**src/sv/ppc_pkg.sv**
```systemverilog
// Shared widths, register indexes and controller/datapath interface types.
package ppc_pkg;

  localparam int CountBits = 32;
  localparam int CfgAddrBits = 4;
  localparam int InBits = 168;
  localparam int OutBits = 40;

  // Both the root and the quotient are produced one bit per step.
  localparam int StepBits = 5;
  localparam logic [StepBits-1:0] LastStep = StepBits'(30);

  localparam logic [CfgAddrBits-1:0] RegHalfSize = CfgAddrBits'(0);
  localparam logic [CfgAddrBits-1:0] RegPlane = CfgAddrBits'(1);

  localparam logic [30:0] HalfSizeReset = 31'd327680;
  localparam logic signed [31:0] PlaneReset = 32'sd6553600;
  localparam logic [63:0] OneQ60 = 64'h1000_0000_0000_0000;

  typedef struct packed {
    logic load;
    logic sq_u;
    logic sq_v;
    logic sum;
    logic root_load;
    logic root_step;
    logic div_load;
    logic div_step;
    logic mul_x;
    logic mul_y;
    logic chk_y;
    logic finish;
  } cmd_t;

  typedef struct packed {
    logic w_zero;
    logic div_ovf;
  } sts_t;

endpackage

```
**src/sv/ppc_ctrl.sv**
```systemverilog
// Sequencing state machine for one particle and the output valid flag.
module ppc_ctrl (
  input  logic          clk,
  input  logic          rst,
  input  logic          s_tvalid,
  output logic          s_tready,
  output logic          m_tvalid,
  input  logic          m_tready,
  input  ppc_pkg::sts_t sts,
  output ppc_pkg::cmd_t cmd
);

  typedef enum logic [12:0] {
    IDLE      = 13'b0_0000_0000_0001,
    SQ_U      = 13'b0_0000_0000_0010,
    SQ_V      = 13'b0_0000_0000_0100,
    SUM       = 13'b0_0000_0000_1000,
    ROOT_LOAD = 13'b0_0000_0001_0000,
    ROOT      = 13'b0_0000_0010_0000,
    DIV_LOAD  = 13'b0_0000_0100_0000,
    BRANCH    = 13'b0_0000_1000_0000,
    DIV       = 13'b0_0001_0000_0000,
    MUL_X     = 13'b0_0010_0000_0000,
    MUL_Y     = 13'b0_0100_0000_0000,
    CHK_Y     = 13'b0_1000_0000_0000,
    DONE      = 13'b1_0000_0000_0000
  } state_t;

  state_t state, state_next;
  logic [ppc_pkg::StepBits-1:0] step, step_next;
  logic m_tvalid_next;
  logic out_free;

  assign out_free = !m_tvalid || m_tready;
  assign s_tready = (state == IDLE);

  always_comb begin
    state_next = state;
    step_next = step;
    cmd = '0;
    unique case (state)
      IDLE: begin
        if (s_tvalid) begin
          cmd.load = 1'b1;
          state_next = SQ_U;
        end
      end
      SQ_U: begin
        cmd.sq_u = 1'b1;
        state_next = SQ_V;
      end
      SQ_V: begin
        cmd.sq_v = 1'b1;
        state_next = SUM;
      end
      SUM: begin
        cmd.sum = 1'b1;
        state_next = ROOT_LOAD;
      end
      ROOT_LOAD: begin
        cmd.root_load = 1'b1;
        step_next = '0;
        state_next = ROOT;
      end
      ROOT: begin
        cmd.root_step = 1'b1;
        step_next = step + 1'b1;
        if (step == ppc_pkg::LastStep) begin
          state_next = DIV_LOAD;
        end
      end
      DIV_LOAD: begin
        cmd.div_load = 1'b1;
        step_next = '0;
        state_next = BRANCH;
      end
      BRANCH: begin
        // A zero w or an oversized quotient skips straight to the result.
        if (sts.w_zero || sts.div_ovf) begin
          state_next = DONE;
        end else begin
          state_next = DIV;
        end
      end
      DIV: begin
        cmd.div_step = 1'b1;
        step_next = step + 1'b1;
        if (step == ppc_pkg::LastStep) begin
          state_next = MUL_X;
        end
      end
      MUL_X: begin
        cmd.mul_x = 1'b1;
        state_next = MUL_Y;
      end
      MUL_Y: begin
        cmd.mul_y = 1'b1;
        state_next = CHK_Y;
      end
      CHK_Y: begin
        cmd.chk_y = 1'b1;
        state_next = DONE;
      end
      DONE: begin
        if (out_free) begin
          cmd.finish = 1'b1;
          state_next = IDLE;
        end
      end
      default: begin
        state_next = IDLE;
      end
    endcase
  end

  always_comb begin
    if (cmd.finish) begin
      m_tvalid_next = 1'b1;
    end else if (m_tready) begin
      m_tvalid_next = 1'b0;
    end else begin
      m_tvalid_next = m_tvalid;
    end
  end

  always_ff @(posedge clk) begin
    if (rst) begin
      state <= IDLE;
      step <= '0;
      m_tvalid <= 1'b0;
    end else begin
      state <= state_next;
      step <= step_next;
      m_tvalid <= m_tvalid_next;
    end
  end

endmodule

```
**src/sv/ppc_dp.sv**
```systemverilog
// Datapath: config registers, squares, bit-serial root, restoring divide, projection, counter.
module ppc_dp (
  input  logic                              clk,
  input  logic                              rst,
  input  ppc_pkg::cmd_t                     cmd,
  output ppc_pkg::sts_t                     sts,
  input  logic                              cfg_we,
  input  logic [ppc_pkg::CfgAddrBits-1:0]   cfg_addr,
  input  logic [31:0]                       cfg_data,
  input  logic signed [7:0]                 type_byte,
  input  logic signed [31:0]                pos_x,
  input  logic signed [31:0]                pos_y,
  input  logic signed [31:0]                pos_z,
  input  logic signed [31:0]                dir_u,
  input  logic signed [31:0]                dir_v,
  output logic                              in_field,
  output logic                              w_is_zero,
  output logic [31:0]                       field_count
);

  logic [30:0] half_size;
  logic signed [31:0] plane;
  logic [ppc_pkg::CountBits-1:0] hit_counter;

  // Particle fields held for the whole item.
  logic w_neg;
  logic signed [31:0] px, py, pz;
  logic u_neg, v_neg;
  logic [31:0] um, vm;

  logic [63:0] prod;
  logic [63:0] acc;
  logic [63:0] ssum;

  logic [61:0] rad;
  logic [30:0] root;
  logic [31:0] rrem;
  logic [33:0] rrem_sh;
  logic [33:0] rtrial;

  logic [32:0] dmag;
  logic t_neg;
  logic signed [32:0] diff;

  logic [30:0] drem;
  logic [30:0] dvd;
  logic [30:0] quot;
  logic [31:0] drem_sh;

  logic w_zero, div_ovf, x_ok, y_ok;
  logic [31:0] mul_a, mul_b;
  logic mul_en;
  logic in_box;

  function automatic logic in_range(input logic signed [31:0] pos, input logic neg,
                                    input logic [63:0] p, input logic [30:0] hs);
    logic signed [35:0] pe;
    logic signed [35:0] de;
    logic signed [35:0] xp;
    logic [35:0] mag;
    begin
      pe = 36'(pos);
      de = {2'b00, p[63:30]};
      xp = neg ? (pe - de) : (pe + de);
      mag = xp[35] ? 36'(-xp) : 36'(xp);
      in_range = (mag <= {5'b0, hs});
    end
  endfunction

  assign sts.w_zero = w_zero;
  assign sts.div_ovf = div_ovf;

  assign diff = 33'(plane) - 33'(pz);

  // Root step: bring down two radicand bits, try subtracting 4*root + 1.
  assign rrem_sh = {rrem, rad[61:60]};
  assign rtrial = {1'b0, root, 2'b01};

  // Divide step: bring down one dividend bit, try subtracting w.
  assign drem_sh = {drem, dvd[30]};

  always_comb begin
    mul_en = 1'b1;
    mul_a = um;
    mul_b = um;
    priority if (cmd.sq_v) begin
      mul_a = vm;
      mul_b = vm;
    end else if (cmd.mul_x) begin
      mul_b = {1'b0, quot};
    end else if (cmd.mul_y) begin
      mul_a = vm;
      mul_b = {1'b0, quot};
    end else if (!cmd.sq_u) begin
      mul_en = 1'b0;
    end
  end

  assign in_box = !w_zero && !div_ovf && x_ok && y_ok;

  always_ff @(posedge clk) begin
    if (rst) begin
      half_size <= ppc_pkg::HalfSizeReset;
      plane <= ppc_pkg::PlaneReset;
      hit_counter <= '0;
    end else begin
      if (cfg_we && cfg_addr == ppc_pkg::RegHalfSize) begin
        half_size <= cfg_data[30:0];
      end
      if (cfg_we && cfg_addr == ppc_pkg::RegPlane) begin
        plane <= cfg_data;
      end
      if (cmd.finish && in_box && hit_counter != '1) begin
        hit_counter <= hit_counter + 1'b1;
      end
    end
  end

  always_ff @(posedge clk) begin
    if (cmd.load) begin
      w_neg <= type_byte[7];
      px <= pos_x;
      py <= pos_y;
      pz <= pos_z;
      u_neg <= dir_u[31];
      v_neg <= dir_v[31];
      um <= dir_u[31] ? 32'(-dir_u) : dir_u;
      vm <= dir_v[31] ? 32'(-dir_v) : dir_v;
    end
    if (mul_en) begin
      prod <= mul_a * mul_b;
    end
    if (cmd.sq_v) begin
      acc <= prod;
    end
    if (cmd.sum) begin
      ssum <= acc + prod;
    end
    if (cmd.root_load) begin
      rad <= (ssum <= ppc_pkg::OneQ60) ? 62'(ppc_pkg::OneQ60 - ssum) : '0;
      root <= '0;
      rrem <= '0;
      dmag <= diff[32] ? 33'(-diff) : 33'(diff);
      t_neg <= diff[32] ^ w_neg;
    end
    if (cmd.root_step) begin
      rad <= {rad[59:0], 2'b00};
      if (rrem_sh >= rtrial) begin
        rrem <= 32'(rrem_sh - rtrial);
        root <= {root[29:0], 1'b1};
      end else begin
        rrem <= rrem_sh[31:0];
        root <= {root[29:0], 1'b0};
      end
    end
    if (cmd.div_load) begin
      w_zero <= (root == '0);
      // The quotient needs more than 31 bits exactly when the top dividend bits reach w.
      div_ovf <= (dmag[32:1] >= {1'b0, root});
      drem <= dmag[31:1];
      dvd <= {dmag[0], 30'b0};
      quot <= '0;
    end
    if (cmd.div_step) begin
      dvd <= {dvd[29:0], 1'b0};
      if (drem_sh >= {1'b0, root}) begin
        drem <= 31'(drem_sh - {1'b0, root});
        quot <= {quot[29:0], 1'b1};
      end else begin
        drem <= drem_sh[30:0];
        quot <= {quot[29:0], 1'b0};
      end
    end
    if (cmd.mul_y) begin
      x_ok <= in_range(px, u_neg ^ t_neg, prod, half_size);
    end
    if (cmd.chk_y) begin
      y_ok <= in_range(py, v_neg ^ t_neg, prod, half_size);
    end
    if (cmd.finish) begin
      in_field <= in_box;
      w_is_zero <= w_zero;
    end
  end

  assign field_count = (hit_counter > 64'hFFFF_FFFF) ? 32'hFFFF_FFFF : 32'(hit_counter);

endmodule

```
**src/sv/particle_plane_projection_counter_unit.sv**
```systemverilog
// Top level of the particle plane projection counter.
//
//   channel   direction  handshake           contents
//   s_*       in         s_tvalid/s_tready   one particle word
//   m_*       out        m_tvalid/m_tready   in-field flag, zero-w flag, running count
//   cfg_*     in         cfg_valid/cfg_ready register index and value
//
// One particle runs from acceptance to its result word through the 31-step root and
// the 31-step divide, one result bit per cycle each; the divide is skipped when w is
// zero or the path length overflows.
// A new particle is accepted once the previous result sits in the output register.
// Reset restores the field half size to 5 cm, the plane to 100 cm and clears the count.
// A stalled output holds its word; configuration writes are accepted in every cycle.
module particle_plane_projection_counter_unit (
  input  logic                              clk,
  input  logic                              rst,
  input  logic                              s_tvalid,
  output logic                              s_tready,
  // type_byte, pos_x, pos_y, pos_z, dir_u, dir_v
  input  logic [ppc_pkg::InBits-1:0]        s_tdata,
  output logic                              m_tvalid,
  input  logic                              m_tready,
  // in_field, w_is_zero, field_count, zero fill
  output logic [ppc_pkg::OutBits-1:0]       m_tdata,
  input  logic                              cfg_valid,
  output logic                              cfg_ready,
  input  logic [ppc_pkg::CfgAddrBits-1:0]   cfg_addr,
  input  logic [31:0]                       cfg_data
);

  ppc_pkg::cmd_t cmd;
  ppc_pkg::sts_t sts;
  logic in_field;
  logic w_is_zero;
  logic [31:0] field_count;

  assign cfg_ready = 1'b1;

  ppc_ctrl u_ctrl (
    .clk      (clk),
    .rst      (rst),
    .s_tvalid (s_tvalid),
    .s_tready (s_tready),
    .m_tvalid (m_tvalid),
    .m_tready (m_tready),
    .sts      (sts),
    .cmd      (cmd)
  );

  ppc_dp u_dp (
    .clk         (clk),
    .rst         (rst),
    .cmd         (cmd),
    .sts         (sts),
    .cfg_we      (cfg_valid && cfg_ready),
    .cfg_addr    (cfg_addr),
    .cfg_data    (cfg_data),
    .type_byte   (s_tdata[7:0]),
    .pos_x       (s_tdata[39:8]),
    .pos_y       (s_tdata[71:40]),
    .pos_z       (s_tdata[103:72]),
    .dir_u       (s_tdata[135:104]),
    .dir_v       (s_tdata[167:136]),
    .in_field    (in_field),
    .w_is_zero   (w_is_zero),
    .field_count (field_count)
  );

  assign m_tdata = {6'b0, field_count, w_is_zero, in_field};

endmodule
```
**config.mk**
```make
export PLATFORM = sky130hd
export DESIGN_NAME = particle_plane_projection_counter_unit
export DESIGN_NICKNAME = d
export VERILOG_FILES = /design/src/sv/ppc_pkg.sv /design/src/sv/ppc_ctrl.sv /design/src/sv/ppc_dp.sv /design/src/sv/particle_plane_projection_counter_unit.sv
export SDC_FILE = /design/constraint.sdc
export NUM_CORES = 2
export LEC_CHECK = 0
export ABC_CLOCK_PERIOD_IN_PS = 13200
export BUFFER_PORTS_ARGS = -buffer_cell sky130_fd_sc_hd__buf_2
export CELL_PAD_IN_SITES_DETAIL_PLACEMENT = 1
export CELL_PAD_IN_SITES_GLOBAL_PLACEMENT = 2
export CORE_ASPECT_RATIO = 0.75
export CORE_MARGIN = 2
export CORE_UTILIZATION = 42
export CTS_CLUSTER_SIZE = 14
export DETAILED_ROUTE_END_ITERATION = 7
export HOLD_SLACK_MARGIN = 0.12
export PLACE_DENSITY_LB_ADDON = 0.1
export REMOVE_ABC_BUFFERS = 1
export SYNTH_ARGS = -nofsm -noshare
export SYNTH_HDL_FRONTEND = slang
export SYNTH_SLANG_ARGS = --single-unit
```
**constraint.sdc**
```tcl
create_clock -name clk -period 13.2 [get_ports clk]
set_input_delay 1.98 -clock clk [delete_from_list [all_inputs] [get_ports clk]]
set_output_delay 1.98 -clock clk [all_outputs]
set_load 0.1 [all_outputs]
```
==> impl_metrics.toml <==
[synthesis]
synth-main-ff-cell = "edfxtp_1"
async_flop_share_pct = 0
syn_area_sq_um = 77200
netlist_instances = 8241
yosysWarnings = 0
yosysSeqAreaShare_pct = 25.6
avgSynthCellArea_sq_um = 9.37
synth_edf_count = 581
synth.distinct_cells = 89
synth-seq-cells = 697

[setup_path]
critPathKind = "register to register"
reg2reg_from = "u_ctrl.state[7]$_SDFFE_PP0P_"
arrival_ns = 12.58
startpoint_type = "register"
critPathLaunch = "u_ctrl.state[7]$_SDFFE_PP0P_"
critPathMostFrequentCell = "fa_1"
slowest_delay_ns = 0.70
endpoint_kind = "register"
crit_fanout = 109
crit_slowest_cell = "a21oi_2"
cp.required_ns = 13.65

[global_routing]
grt_max_degree = 110
grt_pass1_vias = 63600
grt_pass1_wl_mm = 392
overflow = 0
grt_usage_pct = 27.3
antenna_found_initial = 21

[cells_and_area]
layout.cells.non_filler = 10900
final_cell_mix = "inv_1 (1076), nor2_1 (1005), fa_1 (901)"
final_common_cell = "inv_1"
num-fill-cells = 20800
seq_area_sq_um = 19800
drive_gt1_share_pct = 8.06
multiInputGateArea_sq_um = 52400
area_growth_pct = 9.35
layout.nets = 10100
fin_util_pct = 46.1

[place]
placedCellCount = 10700
port_buffers = 237
dp_worst_setup_slack_ns = 1.33
dp_hpwl_mm = 208
place_congestion = 0.923

[clocking]
clockBufferDepth = 3
cts-root-buf = "clkbuf_16"
cts_hold_buf = 0
cts_setup_buffers = 0
cts-resized-gates = 0
clock_sinks = 697
clk_pin_slew_worst_paths_ns = 0.06
numCtsBuffers = 81
cts_max_level = 3
cts_tree = "built"
clk_latency_ns = 0.74

[sta]
finClkSkew_ns = 0.0619
tns_ns = 0
worst-slew-pin-transition_ns = 1.26
max_freq_mhz = 82.5
slew_headroom_pct = 15.9
drv_slew = 0
setup_slack_ns = 1.08
fin_crit_ns = 12.12
rsz0062_at_grt = "no"
setup_viol = 0
fin_crit_sh_pct = 91.9
hold_viol = 0

[drt]
totalWireLength_mm = 255
vias = 60700
ant_nets = 0
wl_per_cell_um = 23.4
drt_first_iter_violations = 4242
dr.pass1.iters = 5
avgViaCountPerCell = 5.58
drc = 0

[die]
dieArea_sq_um = 187000
ios = 252
core-area_sq_um = 183000
rows = 136
start_util_pct = 42.2
die_h_um = 375
die_x_um = 499

[run_status]
status = "completed"

[job]
drv_cap = 0

[hold_path]
hp-class = "register to register"
min-delay-start = "u_dp.prod[22]$_DFFE_PP_"
==> per-layer routing <==
metal	up-vias	global-route usage [%]	share of wire, %
met4	8	5.02	1.9
met1	31300	40.8	48
met3	236	4.56	6.4
met2	1379	41.6	44
met5	-	0	0.021
li1	27700	-	-
==> worst paths after layout <==
check / cells after the start / to / slack (ns)
worst min-delay path: 0 / u_dp.acc[22]$_DFFE_PP_ / 0.44
worst max register to register: 34 / u_dp.prod[60]$_DFFE_PP_ / 1.08
worst min register to register: 0 / u_dp.acc[22]$_DFFE_PP_ / 0.44
worst max-delay path: 34 / u_dp.prod[60]$_DFFE_PP_ / 1.08
==> cell usage after synthesis, types with 25 or more instances <==
master | instances | area, sq um
inv_1 | 1077 | 4040
nor2_1 | 1006 | 3780
fa_1 | 901 | 18000
nand2_1 | 878 | 3300
ha_1 | 595 | 7440
edfxtp_1 | 581 | 17400
a21oi_1 | 400 | 2000
xnor2_1 | 357 | 3130
clkbuf_1 | 298 | 1120
o21ai_0 | 260 | 1300
a21o_1 | 207 | 1550
xor2_1 | 174 | 1520
mux2i_1 | 123 | 1230
dfxtp_1 | 116 | 2320
nor3_1 | 96 | 480
nand3_1 | 93 | 465
nand4_1 | 70 | 438
or3_1 | 65 | 407
and2_1 | 62 | 388
nand2b_1 | 62 | 388
o21a_1 | 52 | 390
a22o_1 | 50 | 438
nor2b_1 | 49 | 307
nor4_1 | 47 | 294
a211oi_1 | 44 | 330
o31ai_1 | 44 | 330
a31oi_1 | 36 | 225
and3_1 | 35 | 219
o21bai_1 | 35 | 263
mux2_2 | 34 | 383
or2_2 | 30 | 188
o211ai_1 | 25 | 188
==> layout make-up <==
cell class                 instances  share of cell area, %
multi-input combinational       6141                   62.1
sequential                       697                   23.4
inverter                        1077                   4.79
tap                             2415                   3.58
timing repair buffer             397                   2.86
clock buffer                     104                   2.55
clock inverter                    46                  0.669
antenna                            6                 0.0178
==> metrics by stage <==
step           cell area (sq um)  hold WS, ns
5_1_grt                    84400        0.431
3_5_place_dp               81700        0.442
3_3_place_gp               81700        0.444
2_1_floorplan              75900        0.430
6_report                   84400        0.439
4_1_cts                    84400        0.427
==> flip-flops by register name, indices dropped and copies added, names as in the netlist, 32 cells and up <==
register	count
u_dp.dmag	33
u_dp.prod	64
u_dp.rad	62
u_dp.acc	64
u_dp.px	32
u_dp.py	32
u_dp.pz	32
u_dp.ssum	64
u_dp.rrem	32
u_dp.um	32
u_dp.plane	32
u_dp.field_count	32
u_dp.vm	32
==> kinds of logic (layout without fill, tap and decap cells) <==
logic type,Yosys count,count (layout),share of synthesized area (%)
and+or+nand+nor,2603,2603,15.0
adders and majority gates,1496,1496,33.0
buffers and inverters,1408,1624,6.90
AOI/OAI and AO/OA,1346,1346,11.3
DFF,697,697,25.6
xor gates and xnor gates,531,531,6.02
muxes,158,158,2.12
other,2,13,0.00973
==> critical path, delay by kind of cell, from the launching register on <==
family                     cells  cell delay, ns
xor gates and xnor gates       1            0.11
and+or+nand+nor               10            2.95
adders and majority gates      9            4.37
AOI/OAI and AO/OA              8            2.84
buffers and inverters          6            0.97
DFF                            1            0.34
Power is not shown: default switching activity piles up to over one toggle a cycle in this logic, so the estimate is an artifact.
